## src/rtl/allux_pkg.sv

```systemverilog
// ----------------------------------------------------------------------------
// allux_pkg
// types, codes and constants shared by the ambient light lux blocks
// ----------------------------------------------------------------------------
package allux_pkg;

  typedef struct packed {
    logic [15:0] broadband_count;
    logic [15:0] infrared_count;
    logic        bus_error;
  } in_item_t;

  typedef struct packed {
    logic [31:0] lux_value;
    logic [15:0] infrared_out;
    logic [23:0] broadband_out;
    logic        reading_valid;
    logic        gain_used;
    logic        retry_request;
  } out_item_t;

  // configuration register indexes
  localparam logic CFG_GAIN_MODE = 1'b0;
  localparam logic CFG_INTEG_SEL = 1'b1;

  // gain modes
  localparam logic [1:0] MODE_FIXED_1X  = 2'd0;
  localparam logic [1:0] MODE_FIXED_16X = 2'd1;
  localparam logic [1:0] MODE_AUTO_EXT  = 2'd3;

  // integration select codes
  localparam logic [1:0] INTEG_SHORT  = 2'd0;
  localparam logic [1:0] INTEG_MEDIUM = 2'd1;
  localparam logic [1:0] INTEG_RESET  = 2'd2;

  // saturation limits
  localparam logic [15:0] LIMIT_SHORT  = 16'd5047;
  localparam logic [15:0] LIMIT_MEDIUM = 16'd37177;
  localparam logic [15:0] LIMIT_FULL   = 16'd65535;

  // time scale to 402 ms, 16 fraction bits
  localparam logic [20:0] SCALE_SHORT  = 21'd1923027;
  localparam logic [20:0] SCALE_MEDIUM = 21'd260846;
  localparam logic [20:0] SCALE_FULL   = 21'd65536;

  // coefficients, 24 fraction bits
  localparam logic [19:0] COEF_A0 = 20'd510027;
  localparam logic [19:0] COEF_B0 = 20'd1040187;
  localparam logic [19:0] COEF_A1 = 20'd375810;
  localparam logic [19:0] COEF_B1 = 20'd520094;
  localparam logic [19:0] COEF_A2 = 20'd214748;
  localparam logic [19:0] COEF_B2 = 20'd256691;
  localparam logic [19:0] COEF_A3 = 20'd24495;
  localparam logic [19:0] COEF_B3 = 20'd18790;

  localparam int LUX_LOW_THRESHOLD = 40;

  typedef enum logic [3:0] {
    ST_IDLE,
    ST_START_IDX,
    ST_DIV_IDX,
    ST_LUX_TABLE,
    ST_LUX_TERMS,
    ST_LUX_PART,
    ST_LUX_SUM,
    ST_DECIDE,
    ST_DIV_RATIO,
    ST_DIV_REB,
    ST_FINISH
  } state_t;

  typedef enum logic [1:0] {
    DIV_INDEX,
    DIV_RATIO,
    DIV_REBUILD
  } div_sel_t;

  typedef enum logic [2:0] {
    LUX_NONE,
    LUX_TABLE,
    LUX_TERMS,
    LUX_PART,
    LUX_SUM
  } lux_step_t;

  typedef struct packed {
    logic      load;
    logic      div_start;
    div_sel_t  div_sel;
    lux_step_t lux_step;
    logic      meas_gain;
    logic      out_load;
    logic      out_bus_err;
    logic      out_valid_flag;
    logic      out_retry;
  } cmd_t;

  typedef struct packed {
    logic div_done;
    logic raw_ok;
    logic sat16;
    logic ratio_ok;
    logic ratio_nz;
    logic lux_low;
  } status_t;

  // y, then n-1 times a = floor(a*y / 2^16)
  function automatic longint chain_pow(longint y, int n);
    longint a;
    a = y;
    for (int k = 1; k < n; k++) begin
      a = (a * y) >> 16;
    end
    return a;
  endfunction

  // r^1.4 table entry: largest y with y^5 <= i/(2n), then y^7
  function automatic logic [16:0] pow_entry(int i, int n);
    longint lo;
    longint hi;
    longint mid;
    lo = 0;
    hi = 65536;
    for (int it = 0; it < 18; it++) begin
      if (lo < hi) begin
        mid = (lo + hi + 1) >> 1;
        if (chain_pow(mid, 5) * 2 * longint'(n) <= (longint'(i) << 16)) lo = mid;
        else hi = mid - 1;
      end
    end
    return 17'(chain_pow(lo, 7));
  endfunction

endpackage

```

## src/rtl/allux_ctrl.sv

```systemverilog
// ----------------------------------------------------------------------------
// allux_ctrl
// sequencer for one reading: gain flag, retry flag and result handshake
// ----------------------------------------------------------------------------
module allux_ctrl (
  input  logic               clk,
  input  logic               rst,
  input  logic               in_valid,
  input  logic               bus_error,
  input  logic               mode_we,
  input  logic [1:0]         cfg_data,
  input  logic               out_stall,
  input  allux_pkg::status_t status,
  output logic               in_stall,
  output logic               out_valid,
  output allux_pkg::cmd_t    cmd
);

  allux_pkg::state_t state;
  allux_pkg::state_t state_next;

  logic [1:0] gain_mode;
  logic       high_gain;
  logic       retry_pending;
  logic       meas_gain;
  logic       err;
  logic       rebuilt;
  logic       res_valid;
  logic       auto_mode;
  logic       retry;

  assign auto_mode = gain_mode[1];
  assign retry     = !err && !res_valid && auto_mode && !retry_pending;

  always_ff @(posedge clk) begin
    if (rst) begin
      state         <= allux_pkg::ST_IDLE;
      gain_mode     <= allux_pkg::MODE_FIXED_1X;
      high_gain     <= 1'b0;
      retry_pending <= 1'b0;
      out_valid     <= 1'b0;
    end else begin
      state <= state_next;
      if (cmd.load) begin
        meas_gain <= high_gain;
        err       <= bus_error;
        rebuilt   <= 1'b0;
      end
      if (state == allux_pkg::ST_DECIDE) begin
        // a saturated reading that gets rebuilt counts as valid
        res_valid <= status.raw_ok ||
                     (status.ratio_nz && gain_mode == allux_pkg::MODE_AUTO_EXT);
        if (auto_mode) begin
          if (high_gain) begin
            if (status.sat16) high_gain <= 1'b0;
          end else if (status.lux_low) begin
            high_gain <= 1'b1;
          end
        end
      end
      if (cmd.div_start && cmd.div_sel == allux_pkg::DIV_REBUILD) begin
        rebuilt <= 1'b1;
      end
      if (mode_we) begin
        gain_mode <= cfg_data;
        high_gain <= cfg_data == allux_pkg::MODE_FIXED_16X;
      end
      if (cmd.out_load) begin
        retry_pending <= retry;
        out_valid     <= 1'b1;
      end else if (!out_stall) begin
        out_valid <= 1'b0;
      end
    end
  end

  always_comb begin
    state_next         = state;
    in_stall           = 1'b1;
    cmd                = '0;
    cmd.div_sel        = allux_pkg::DIV_INDEX;
    cmd.lux_step       = allux_pkg::LUX_NONE;
    cmd.meas_gain      = meas_gain;
    cmd.out_bus_err    = err;
    cmd.out_valid_flag = res_valid;
    cmd.out_retry      = retry;
    unique case (state)
      allux_pkg::ST_IDLE: begin
        in_stall = 1'b0;
        if (in_valid) begin
          cmd.load   = 1'b1;
          state_next = bus_error ? allux_pkg::ST_FINISH : allux_pkg::ST_START_IDX;
        end
      end
      allux_pkg::ST_START_IDX: begin
        cmd.div_start = 1'b1;
        cmd.div_sel   = allux_pkg::DIV_INDEX;
        state_next    = allux_pkg::ST_DIV_IDX;
      end
      allux_pkg::ST_DIV_IDX: begin
        if (status.div_done) state_next = allux_pkg::ST_LUX_TABLE;
      end
      allux_pkg::ST_LUX_TABLE: begin
        cmd.lux_step = allux_pkg::LUX_TABLE;
        state_next   = allux_pkg::ST_LUX_TERMS;
      end
      allux_pkg::ST_LUX_TERMS: begin
        cmd.lux_step = allux_pkg::LUX_TERMS;
        state_next   = allux_pkg::ST_LUX_PART;
      end
      allux_pkg::ST_LUX_PART: begin
        cmd.lux_step = allux_pkg::LUX_PART;
        state_next   = allux_pkg::ST_LUX_SUM;
      end
      allux_pkg::ST_LUX_SUM: begin
        cmd.lux_step = allux_pkg::LUX_SUM;
        state_next   = rebuilt ? allux_pkg::ST_FINISH : allux_pkg::ST_DECIDE;
      end
      allux_pkg::ST_DECIDE: begin
        if (status.raw_ok) begin
          if (status.ratio_ok) begin
            cmd.div_start = 1'b1;
            cmd.div_sel   = allux_pkg::DIV_RATIO;
            state_next    = allux_pkg::ST_DIV_RATIO;
          end else begin
            state_next = allux_pkg::ST_FINISH;
          end
        end else if (status.ratio_nz && gain_mode == allux_pkg::MODE_AUTO_EXT) begin
          cmd.div_start = 1'b1;
          cmd.div_sel   = allux_pkg::DIV_REBUILD;
          state_next    = allux_pkg::ST_DIV_REB;
        end else begin
          state_next = allux_pkg::ST_FINISH;
        end
      end
      allux_pkg::ST_DIV_RATIO: begin
        if (status.div_done) state_next = allux_pkg::ST_FINISH;
      end
      allux_pkg::ST_DIV_REB: begin
        if (status.div_done) state_next = allux_pkg::ST_START_IDX;
      end
      allux_pkg::ST_FINISH: begin
        if (!out_valid || !out_stall) begin
          cmd.out_load = 1'b1;
          state_next   = allux_pkg::ST_IDLE;
        end
      end
      default: state_next = allux_pkg::ST_IDLE;
    endcase
  end

endmodule

```

## config.mk

```make
export PLATFORM = sky130hd
export DESIGN_NAME = allux_ctrl
export DESIGN_NICKNAME = d
export VERILOG_FILES = /design/src/rtl/allux_pkg.sv /design/src/rtl/allux_ctrl.sv
export SDC_FILE = /design/constraint.sdc
export NUM_CORES = 1
export LEC_CHECK = 0
export BUFFER_PORTS_ARGS = -buffer_cell sky130_fd_sc_hd__buf_2
export CAP_MARGIN = 20
export CORE_AREA = 2 2 46 48
export DETAILED_ROUTE_END_ITERATION = 12
export DIE_AREA = 0 0 48 50
export GPL_TIMING_DRIVEN = 0
export HOLD_SLACK_MARGIN = 0.03
export PLACE_DENSITY = 0.82
export SKIP_LAST_GASP = 1
export SLEW_MARGIN = 20
export SYNTH_ARGS = -nofsm -noshare
export SYNTH_HDL_FRONTEND = slang
export SYNTH_SLANG_ARGS = --single-unit
```

## constraint.sdc

```tcl
create_clock -name clk -period 1.4 [get_ports clk]
set_clock_uncertainty 0.05 [all_clocks]
set_input_delay 0.07 -clock clk [delete_from_list [all_inputs] [get_ports clk]]
set_output_delay 0.07 -clock clk [all_outputs]
set_load 0.005 [all_outputs]
```

# After elaboration in Yosys (flattened, before gate mapping)

Index checks and enable logic that the tools add are counted.

Bits in read-only memories: 0
Output and inout port bits: 14
RAM bits: 0
Bits of input ports: 14
Word-level logic and storage cells: 80
Flip-flop bits (word level): 13
Memories kept: 0
Latch bits: 0

Multipliers: 0
Add/subtract/negate cells: 0
Muxes and demuxes: 30
Reduce and logical (&&, ||, !) cells: 21
Shift operators: 0
Divide/modulo/power cells: 0
Bitwise logic cells: 1
Order comparisons: 0
Equal/unequal tests: 19

Operators by type and width:

| cell                 | number |
|---|---|
| $pmux W4 S11         | 1 |
| $mux W4              | 8 |
| $eq A4 B3 Y1 const B | 4 |
| $mux W1              | 14 |
| $eq A4 B4 Y1 const B | 3 |
| $pmux W3 S4          | 1 |
| $ne A2 B2 Y1 const B | 5 |
| $mux W3              | 3 |
| $eq A4 B2 Y1 const B | 2 |
| $reduce_and A2 Y1    | 4 |
| $pmux W3 S2          | 1 |
| $reduce_bool A2 Y1   | 3 |
| $logic_and A1 B1 Y1  | 5 |
| $logic_not A1 Y1     | 5 |
| $reduce_and A5 Y1    | 1 |
| $eq A2 B2 Y1 const B | 2 |
| $eq A4 B1 Y1 const B | 1 |
| $logic_not A4 Y1     | 1 |
| $mux W2              | 2 |
| $eq A2 B1 Y1 const B | 1 |
| $logic_or A1 B1 Y1   | 2 |
| $ne A2 B1 Y1 const B | 1 |
| $not A1 Y1           | 1 |

# Longest topological paths before layout

Gate-level depths: netlist of the first run.

Word-level depth: 9
Depth in mapped cells: 5
Mapped depth without buffers: 4

# Worst setup path before layout of the first run

No wires, ideal clock.

Path kind: flip-flop to flip-flop
Start point: register state[0]
End point: register rebuilt (enable)
Cell stages (with the launch flop): 5
Required time: 1.047 ns
Period minus slack after synthesis: 1.518 ns
Setup slack: -0.118 ns
Setup time: 0.303 ns
Arrival: 1.165 ns
Path buffers: 1
Path through: dfxtp_1 > buf_2 > nand4b_1 > or3_1 > o21ai_1

Cells in the longest elaborated chain, start to end: 6
Elaborated cells on any way between the ends: 9
Those cells by class: eq/ne: 3; mux: 2; reduce/logical: 4

RTL lines:

| what                                         | line             | RTL |
|---|---|---|
| from (decl)                                  | allux_ctrl.sv:19 | `allux_pkg::state_t state;` |
| from (signal assigned)                       | allux_ctrl.sv:37 | `state <= allux_pkg::ST_IDLE;` |
| from (signal assigned)                       | allux_ctrl.sv:43 | `state <= state_next;` |
| $eq A4 B3 Y1 or $eq A4 B1 Y1 (tied branches) | allux_ctrl.sv:87 | `unique case (state)` |
| $pmux W3 S2                                  | allux_ctrl.sv:87 |  |
| $eq A2 B2 Y1                                 | allux_ctrl.sv:61 | `if (cmd.div_start && cmd.div_sel == allux_pkg::DIV_REBUILD) begin` |
| $logic_and A1 B1 Y1                          | allux_ctrl.sv:61 |  |
| $reduce_bool A2 Y1 (no line) *               | n/a              |  |
| $reduce_and A2 Y1 (no line) *                | n/a              |  |
| to (signal assigned)                         | allux_ctrl.sv:47 | `rebuilt <= 1'b0;` |
| to (signal assigned)                         | allux_ctrl.sv:62 | `rebuilt <= 1'b1;` |
| to (decl)                                    | allux_ctrl.sv:27 | `logic rebuilt;` |

Mark *: on every way between the ends. The rest lies on a longest branch, timed or not.
A chain may end at the register's enable or synchronous reset.

# Final worst setup path of the first run

Ends and elaborated chain as after synthesis.

==> impl_metrics.json, run 1 <==
{
  "area_delta_synth_final_pct": 56.7,
  "placed_cell_area_sq_um": 978,
  "viasPerCell": 5.53,
  "postRouteAntennaNets": 0,
  "netlist_instances": 94,
  "wire_per_inst_um": 14.7,
  "muxShareOfSynthArea_pct": 3.78,
  "place_ws_ps": -186,
  "p_leak_nw": 0.552,
  "synth_xor_area_share_pct": 1.10,
  "worstSetupStartpointType": "register",
  "rows": 16,
  "nets": 155,
  "cellPowerDensity_nw_per_um2": 1360,
  "htree_levels": 1,
  "cts_tree": "done",
  "cts_buffer_depth": 2,
  "grt_max_degree": 11,
  "clk_pin_slew_worst_paths_ps": 80,
  "setup_violations": 14,
  "fp.dieW_um": 48,
  "synthesis.nets": 108,
  "vdd_drop_max_mv": 1.10,
  "grt_pass1_wl_mm": 3.43,
  "place.gp.congestion": 0.861,
  "path_max_fanout": 5,
  "finalMaxSlewViolations": 0,
  "cts_buffers": 3,
  "yosysWarningCount": 0,
  "grtUsageTotal_pct": 20.7,
  "synth-seq-cells": 13,
  "min_period_over_period_pct": 111,
  "clock_sinks": 13,
  "cap_violations": 0,
  "avgSynthCellArea_sq_um": 8.45,
  "diodes": 0,
  "fin_util_pct": 65.5,
  "fin_ws_ps": -150,
  "r2r_cells": 4,
  "first_global_vias": 808,
  "vias": 923,
  "fmax_mhz": 645,
  "cp_data_arrival_time_ps": 1500,
  "ys_types": 42,
  "setup-tns-final_ps": -1060,
  "portBuffers": 27,
  "drt-total-wl_mm": 2.45,
  "cts-root-buf": "clkbuf_4",
  "power_mw": 1.69,
  "clock_latency_ps": 290,
  "synth_top_family_by_area": "simple AND/OR/NAND/NOR gates",
  "synthAdderAreaFrac_pct": 0,
  "synth-compound-area-share_pct": 18.4,
  "max-slew-margin-rel_pct": 67.8,
  "drive_gt1_share_pct": 52.1,
  "status": "complete, but fails checks",
  "min_path_type": "in2reg",
  "cp-end-kind": "register",
  "die_height_um": 50,
  "first_iter_violations": 31,
  "period_minus_slack_ps": 1550,
  "design_area_sq_um": 1240,
  "rsz0062_at_grt": "yes",
  "gr-total-overflow": 0,
  "dr.pass1.iters": 6,
  "synthSimpleGateAreaFrac_pct": 31.2,
  "cp_data_required_time_ps": 1350,
  "critPathKind": "reg2reg",
  "worst_pin_slew_ps": 483,
  "syn_area_sq_um": 795,
  "io_pins": 28,
  "core_area_sq_um": 1900,
  "dpl.hpwl_mm": 1.41,
  "finalHoldViolCount": 0,
  "whs_path_depth": 4,
  "fp.dieArea_sq_um": 2400,
  "grt_antenna_before_repair": 0,
  "start_util_pct": 41.8,
  "yosysSeqAreaShare_pct": 37.8,
  "drc_errors": 0,
  "violations": "negative setup slack"
}
-- logic make-up after synthesis --
| kind of cell | count (synthesis) |
|---|---|
| AND/OR/NAND/NOR | 45 |
| flip-flops | 13 |
| buffers and inverters | 11 |
| multiplexers | 3 |
| AO/OA/AOI/OAI | 21 |
| XOR/XNOR | 1 |
-- registers in the layout (all words and copies together), names as in the netlist --
signal and count:
gain_mode 2, out_valid 1, rebuilt 1, err 1, retry_pending 1, meas_gain 1
state 4, high_gain 1, res_valid 1
-- routing by layer --
metal  wire length, um  track usage (%)  share of wire [%]  vias up
met4               134             16.7                5.5        0
met5                 0                0                  0        -
li1                  -                -                  -      437
met3               133             2.56                5.4       13
met1               966             25.4                 39      426
met2              1210             30.4                 50       47
-- stage by stage --
stage	cells	hold WS [ps]
CTS	166	32.3
floorplan	94	119
finish	167	35.6
global route	167	37.3
detailed placement	148	252
global placement	148	251
-- worst paths after layout --
path	startpoint	end	slack, ps
max	state[0]	rebuilt	-150
max reg2reg	state[0]	rebuilt	-150
min	status[5]	state[0]	40
min reg2reg	high_gain	meas_gain	410
-- final cells by class --
class                      instances  area (sq um)
inverter                           2          7.51
buffer                             9          71.3
multi-input combinational         70           532
clock buffer                       4          26.3
fill                             155           657
tap                               27          33.8
sequential                        13           309
timing repair buffer              42           265
-- timing repair --
item,4_1_cts,5_1_grt
buffers inserted,11,4
gates resized for setup,15,14
hold buffers,3,0
pin swaps,7,10
setup endpoints to repair,17,19
endpoints found under the hold margin,4,0
-- power breakdown --
group / internal [mW] / switching, mW
sequential: 0.464 / 0.0739
combinational: 0.469 / 0.440
clock: 0.111 / 0.133
total: 1.04 / 0.647
-- synth_stat cells --
cell type  count  area share, %
a21o_1         1           0.95
a21oi_1        4            2.5
a221oi_1       1            1.1
a311o_1        1            1.3
a311oi_1       1            1.1
a31o_2         1            1.1
a31oi_1        2            1.6
and2_1         2            1.6
and3_1         1           0.79
and4b_1        1            1.3
buf_2          4            2.5
buf_4          4            3.8
clkbuf_1       1           0.47
dfxtp_1        9             23
edfxtp_1       4             15
inv_1          2           0.95
mux2i_1        3            3.8
nand2_1        4            1.9
nand2b_1       2            1.6
nand3_1        2            1.3
nand3b_1       1           0.95
nand4_1        1           0.79
nand4b_1       2            2.2
nand4bb_1      1            1.4
nor2_1        18            8.5
nor2b_1        2            1.6
nor3_1         1           0.63
nor3b_1        2            1.9
nor4_1         1           0.79
nor4b_1        1            1.1
o21ai_0        2            1.3
o21ai_1        2            1.3
o22a_1         1            1.1
o22ai_1        1           0.79
o2bb2ai_1      1            1.1
o311a_1        1            1.3
o31ai_1        1           0.95
o41ai_1        1            1.1
or2_1          1           0.79
or3_1          1           0.79
or4_4          1            1.4
xnor2_1        1            1.1
-- critical path, stage by stage, from the launching register on --
cell      delay [ps]
dfxtp_2          370
buf_6            110
nand4b_1         220
or3_4            440
o21ai_2           70
-- placed cells by master (no fill, tap or decap), types with 4 or more instances in the layout --
master    instances
buf_4            17
nor2_1           15
buf_6             4
dfxtp_1           4
buf_2            26
edfxtp_1          4
dfxtp_2           4
Note: power is estimated with default switching activity, not from simulation.
==> run 2: changes to the inputs <==
TNS_END_PERCENT = 50   (was default)
==> run 2 against run 1 <==
The flow still finishes with violations (negative setup slack); global-route usage shrank 0.14 points; cell count decreased by 0.60%; first-iteration DRC count is 29% lower; clock power is 2% higher; design area decreased by 5.0%; utilization decreased by 3.3 points; sequential cell count unchanged; total power shrank 6.8%; highest routed layer unchanged.
==> impl_metrics.json, run 2 (synthesis results as in run 1) <==
{
  "wire_per_inst_um": 14.0,
  "vias": 920,
  "clock_sinks": 13,
  "grt_antenna_before_repair": 0,
  "grt_max_degree": 11,
  "largest_reg_flops": 4,
  "vdd_drop_max_mv": 0.838,
  "fp.dieW_um": 48,
  "internal_power_mw": 0.974,
  "cts_buffer_depth": 2,
  "rsz0062_at_grt": "yes",
  "grt_util_met1_pct": 24.8,
  "fin_cells": 166,
  "start_util_pct": 41.8,
  "reg2reg_slack_ps": -130,
  "layout_common_cells": "buf_2, nor2_1, buf_4, dfxtp_2",
  "grt_pass1_wl_mm": 3.40,
  "drive_gt1_share_pct": 46.0,
  "rows": 16,
  "violations": "negative setup slack",
  "area_delta_synth_final_pct": 48.8,
  "p_sw_mw": 0.601,
  "p_leak_nw": 0.534,
  "portBuffers": 27,
  "grt-busiest-layer": "met2",
  "grt_use_met2_pct": 30.4,
  "layout_commonest_cell": "buf_2",
  "finalMaxSlewViolations": 0,
  "path_max_fanout": 6,
  "clock_latency_ps": 290,
  "period_minus_slack_ps": 1530,
  "comb_power_share_pct": 50.6,
  "swShare_pct": 38.2,
  "core_area_sq_um": 1900,
  "min_path_type": "in2reg",
  "status": "complete, but fails checks",
  "cp_top_family": "simple AND/OR/NAND/NOR gates",
  "cp-end-kind": "register",
  "setup_violations": 14,
  "cp_num_buf_inv": 1,
  "reg_top3": "state: 4 flops, gain_mode: 2 flops",
  "dpl.hpwl_mm": 1.41,
  "first_global_vias": 795,
  "max-slew-margin-rel_pct": 67.3,
  "cts_buffers": 3,
  "place_ws_ps": -186,
  "viasPerCell": 5.54,
  "nets": 154,
  "clk_pin_slew_worst_paths_ps": 80,
  "max_stage_delay_ps": 440,
  "gr-total-overflow": 0,
  "dr.pass1.iters": 4,
  "grtUsageTotal_pct": 20.5,
  "place.gp.congestion": 0.861,
  "finalHoldViolCount": 0,
  "io_pins": 28,
  "worst_pin_slew_ps": 490,
  "largest-register": "state",
  "htree_levels": 1,
  "cts-root-buf": "clkbuf_4",
  "dp_cells": 148,
  "diodes": 0,
  "postRouteAntennaNets": 0,
  "fin_ws_ps": -128,
  "drc_errors": 0,
  "cp_data_required_time_ps": 1360,
  "worstSetupStartpointType": "register",
  "die_height_um": 50,
  "drt-total-wl_mm": 2.32,
  "cellPowerDensity_nw_per_um2": 1330,
  "met3_usage_pct": 3.30,
  "first_iter_violations": 22,
  "clkPwrFrac_pct": 15.7,
  "fmax_mhz": 655,
  "cap_violations": 0,
  "fp.dieArea_sq_um": 2400,
  "cts_tree": "done",
  "critPathKind": "reg2reg",
  "min_period_over_period_pct": 109,
  "slowest_stage": "or3_4",
  "cp_cell_sequence": "buf_6 > nand4b_1 > or3_4 > o21ai_2",
  "cp_data_arrival_time_ps": 1480,
  "seq_power_share_pct": 33.6
}
==> run 2: changes by cell type in the layout (fill, tap and decap cells not counted), sizes merged <==
cell,delta
buf,-2
dlygate4sd3,+1
==> run 2: metrics by stage <==
| step | hold WS, ps | cell area (sq um) | util [%] | TNS, ps | power, mW |
|---|---|---|---|---|---|
| 6_report | 40.4 | 1180 | 62.2 | -936 | 1.58 |
| 5_1_grt | 37.3 | 1180 | 62.2 | -2130 | 1.68 |
| 4_1_cts | 47.5 | 1150 | 60.6 | -725 | 1.48 |
| 3_5_place_dp | 252 | 978 | 51.4 | -864 | 1.16 |
| 3_3_place_gp | 251 | 978 | 51.4 | -697 | 1.15 |
| 2_1_floorplan | 119 | 810 | - | -93.5 | 0.984 |
==> run 2: path summary, 6_finish.rpt <==
check / start / endpoint / depth (start not counted)
setup reg to reg: state[2] / rebuilt / 4
hold reg to reg: high_gain / meas_gain / 0
hold / removal: mode_we / high_gain / 3
setup / recovery: state[2] / rebuilt / 4
==> run 2: worst register-to-register path, delay by kind of cell, from the launching register on <==
family,cells,cell delay (ps)
simple gates,2,650
compound gates,1,70
buf+inv,1,120
flops,1,350
==> run 2: layout make-up <==
class | instances | area [sq um]
buffer | 9 | 68.8
clock buffer | 4 | 26.3
fill | 160 | 719
inverter | 2 | 7.51
multi-input combinational | 70 | 489
sequential | 13 | 307
tap | 27 | 33.8
timing repair buffer | 41 | 250
==> run 2: per-layer routing <==
layer	vias to the layer above	wire length (um)
li1	439	-
met1	416	934
met2	50	1110
met3	15	130
met4	0	144
met5	-	0
==> run 2: what timing repair did <==
action                                  in CTS  in global routing
gates resized for setup                      8                  8
endpoints found under the setup margin      17                 20
pin swaps                                    6                  9
endpoints found under the hold margin        5                  0
setup buffers                               11                  2
hold buffers                                 4                  0
==> run 2: power groups by stage <==
| stage | Sequential (mW) | Combinational [mW] | Clock, mW |
|---|---|---|---|
| floorplan | 0.508 | 0.475 | 0 |
| global placement | 0.524 | 0.623 | 0 |
| detailed placement | 0.529 | 0.630 | 0 |
| CTS | 0.525 | 0.718 | 0.238 |
| global route | 0.539 | 0.877 | 0.263 |
| finish | 0.530 | 0.798 | 0.248 |
==> run 3: changes to the inputs <==
CELL_PAD_IN_SITES_DETAIL_PLACEMENT = 1   (was default)
CELL_PAD_IN_SITES_GLOBAL_PLACEMENT = 2   (was default)
CORE_AREA = 2 2 61 63   (was 2 2 46 48)
DIE_AREA = 0 0 63 65   (was 0 0 48 50)
PLACE_DENSITY = 0.8   (was 0.82)
==> run 3 against run 2 <==
The run still ends with negative setup slack left; combinational power rose by 5.9%; cell count rose by 13%; first-iteration DRC count fell by 68%; critical path type unchanged.
==> impl_metrics.json, run 3 (synthesis results as in run 1) <==
{
  "htree_levels": 1,
  "finalMaxSlewViolations": 0,
  "clk_pin_slew_worst_paths_ps": 80,
  "vias": 897,
  "gr-total-overflow": 0,
  "wire_per_inst_um": 13.8,
  "dpl.hpwl_mm": 1.75,
  "postRouteAntennaNets": 0,
  "path_max_fanout": 4,
  "clock_sinks": 13,
  "fmax_mhz": 633,
  "worstSetupStartpointType": "register",
  "grtUsageTotal_pct": 12.7,
  "largest_reg_flops": 4,
  "clock_latency_ps": 260,
  "cp-end-kind": "register",
  "drive_gt1_share_pct": 49.6,
  "cp_data_required_time_ps": 1510,
  "grt_pass1_wl_mm": 4.13,
  "nets": 154,
  "cap_violations": 0,
  "grt_max_degree": 11,
  "worst_pin_slew_ps": 531,
  "grt_use_met2_pct": 21.3,
  "portBuffers": 27,
  "setup_violations": 11,
  "io_pins": 28,
  "die_height_um": 65,
  "cellPowerDensity_nw_per_um2": 1290,
  "cp_data_arrival_time_ps": 1690,
  "layout_commonest_cell": "buf_2",
  "grt_util_met1_pct": 16.3,
  "fp.dieArea_sq_um": 4100,
  "fillCellCount": 434,
  "cts_buffer_depth": 2,
  "met3_usage_pct": 1.56,
  "r2r_cells": 4,
  "drt-total-wl_mm": 2.58,
  "dr.pass1.iters": 4,
  "core_area_sq_um": 3500,
  "grt_antenna_before_repair": 0,
  "cts-root-buf": "clkbuf_4",
  "layout_common_cells": "buf_2, buf_4, nor2_1",
  "grt-busiest-layer": "met2",
  "fin_util_pct": 36.0,
  "drc_errors": 0,
  "first_global_vias": 872,
  "min_period_over_period_pct": 113,
  "finalHoldViolCount": 0,
  "start_util_pct": 22.7,
  "rsz0062_at_grt": "yes",
  "viasPerCell": 4.80,
  "reg_top3": "state: 4 flops, gain_mode: 2 flops",
  "max-slew-margin-rel_pct": 64.6,
  "cts_buffers": 3,
  "cts_tree": "done",
  "p_leak_nw": 0.540,
  "status": "complete, but fails checks",
  "rows": 22,
  "place_ws_ps": -240,
  "place.gp.congestion": 0.782,
  "fin_ws_ps": -179,
  "period_minus_slack_ps": 1580,
  "fp.dieW_um": 63,
  "min_path_type": "in2reg",
  "largest-register": "state",
  "critPathKind": "reg2reg",
  "area_delta_synth_final_pct": 58.6,
  "diodes": 0,
  "vdd_drop_max_mv": 0.320,
  "first_iter_violations": 7,
  "reg2reg_slack_ps": -180,
  "violations": "negative setup slack",
  "whs_path_depth": 3
}
==> run 3: critical path, stage by stage, from the launching register on <==
cell	delay (ps)
dfxtp_4	360
or4_4	540
o22a_1	230
a21o_1	200
o311a_1	100
==> run 3: per-layer routing <==
layer / routed length, um / share of wire [%] / vias to the layer above
met4: 27 / 1.0 / 0
met3: 110 / 4.3 / 2
met1: 1080 / 42 / 433
met2: 1360 / 53 / 27
li1: - / - / 435
met5: 0 / 0 / -
==> run 3: layout make-up <==
cell class,count,area [sq um],area share (%)
inverters,2,7.51,0.596
flip-flops and latches,13,314,24.9
repair buffers,41,255,20.3
well taps,48,60.1,4.77
multi-input cells,70,526,41.7
clock buffers,4,26.3,2.09
plain buffers,9,71.3,5.66
==> run 3: worst paths after layout <==
path,startpoint,endpoint
hold / removal,out_stall,out_valid
setup / recovery,state[0],state[3]
setup reg to reg,state[0],state[3]
hold reg to reg,high_gain,meas_gain
==> run 3: through the flow <==
stage | setup TNS [ps] | total power, mW | cell area (sq um) | hold slack (ps) | instances
2_1_floorplan | -93.5 | 0.984 | 810 | 119 | 94
5_1_grt | -1950 | 1.76 | 1260 | 50.0 | 187
6_report | -913 | 1.63 | 1260 | 71.0 | 187
3_3_place_gp | -1010 | 1.18 | 1000 | 266 | 169
3_5_place_dp | -1180 | 1.19 | 1000 | 269 | 169
4_1_cts | -890 | 1.54 | 1160 | 32.4 | 184
==> run 3: what timing repair did <==
action	CTS	global route
setup endpoints to repair	17	18
gates resized for setup	14	14
pin swaps	8	9
endpoints found under the hold margin	2	1
cloned	0	0
buffers inserted	9	2
hold buffers	2	1
==> run 3: where the power goes <==
group / switching, mW / internal [mW]
clock: 0.115 / 0.110
sequential: 0.0928 / 0.464
combinational: 0.414 / 0.431
total: 0.622 / 1.01
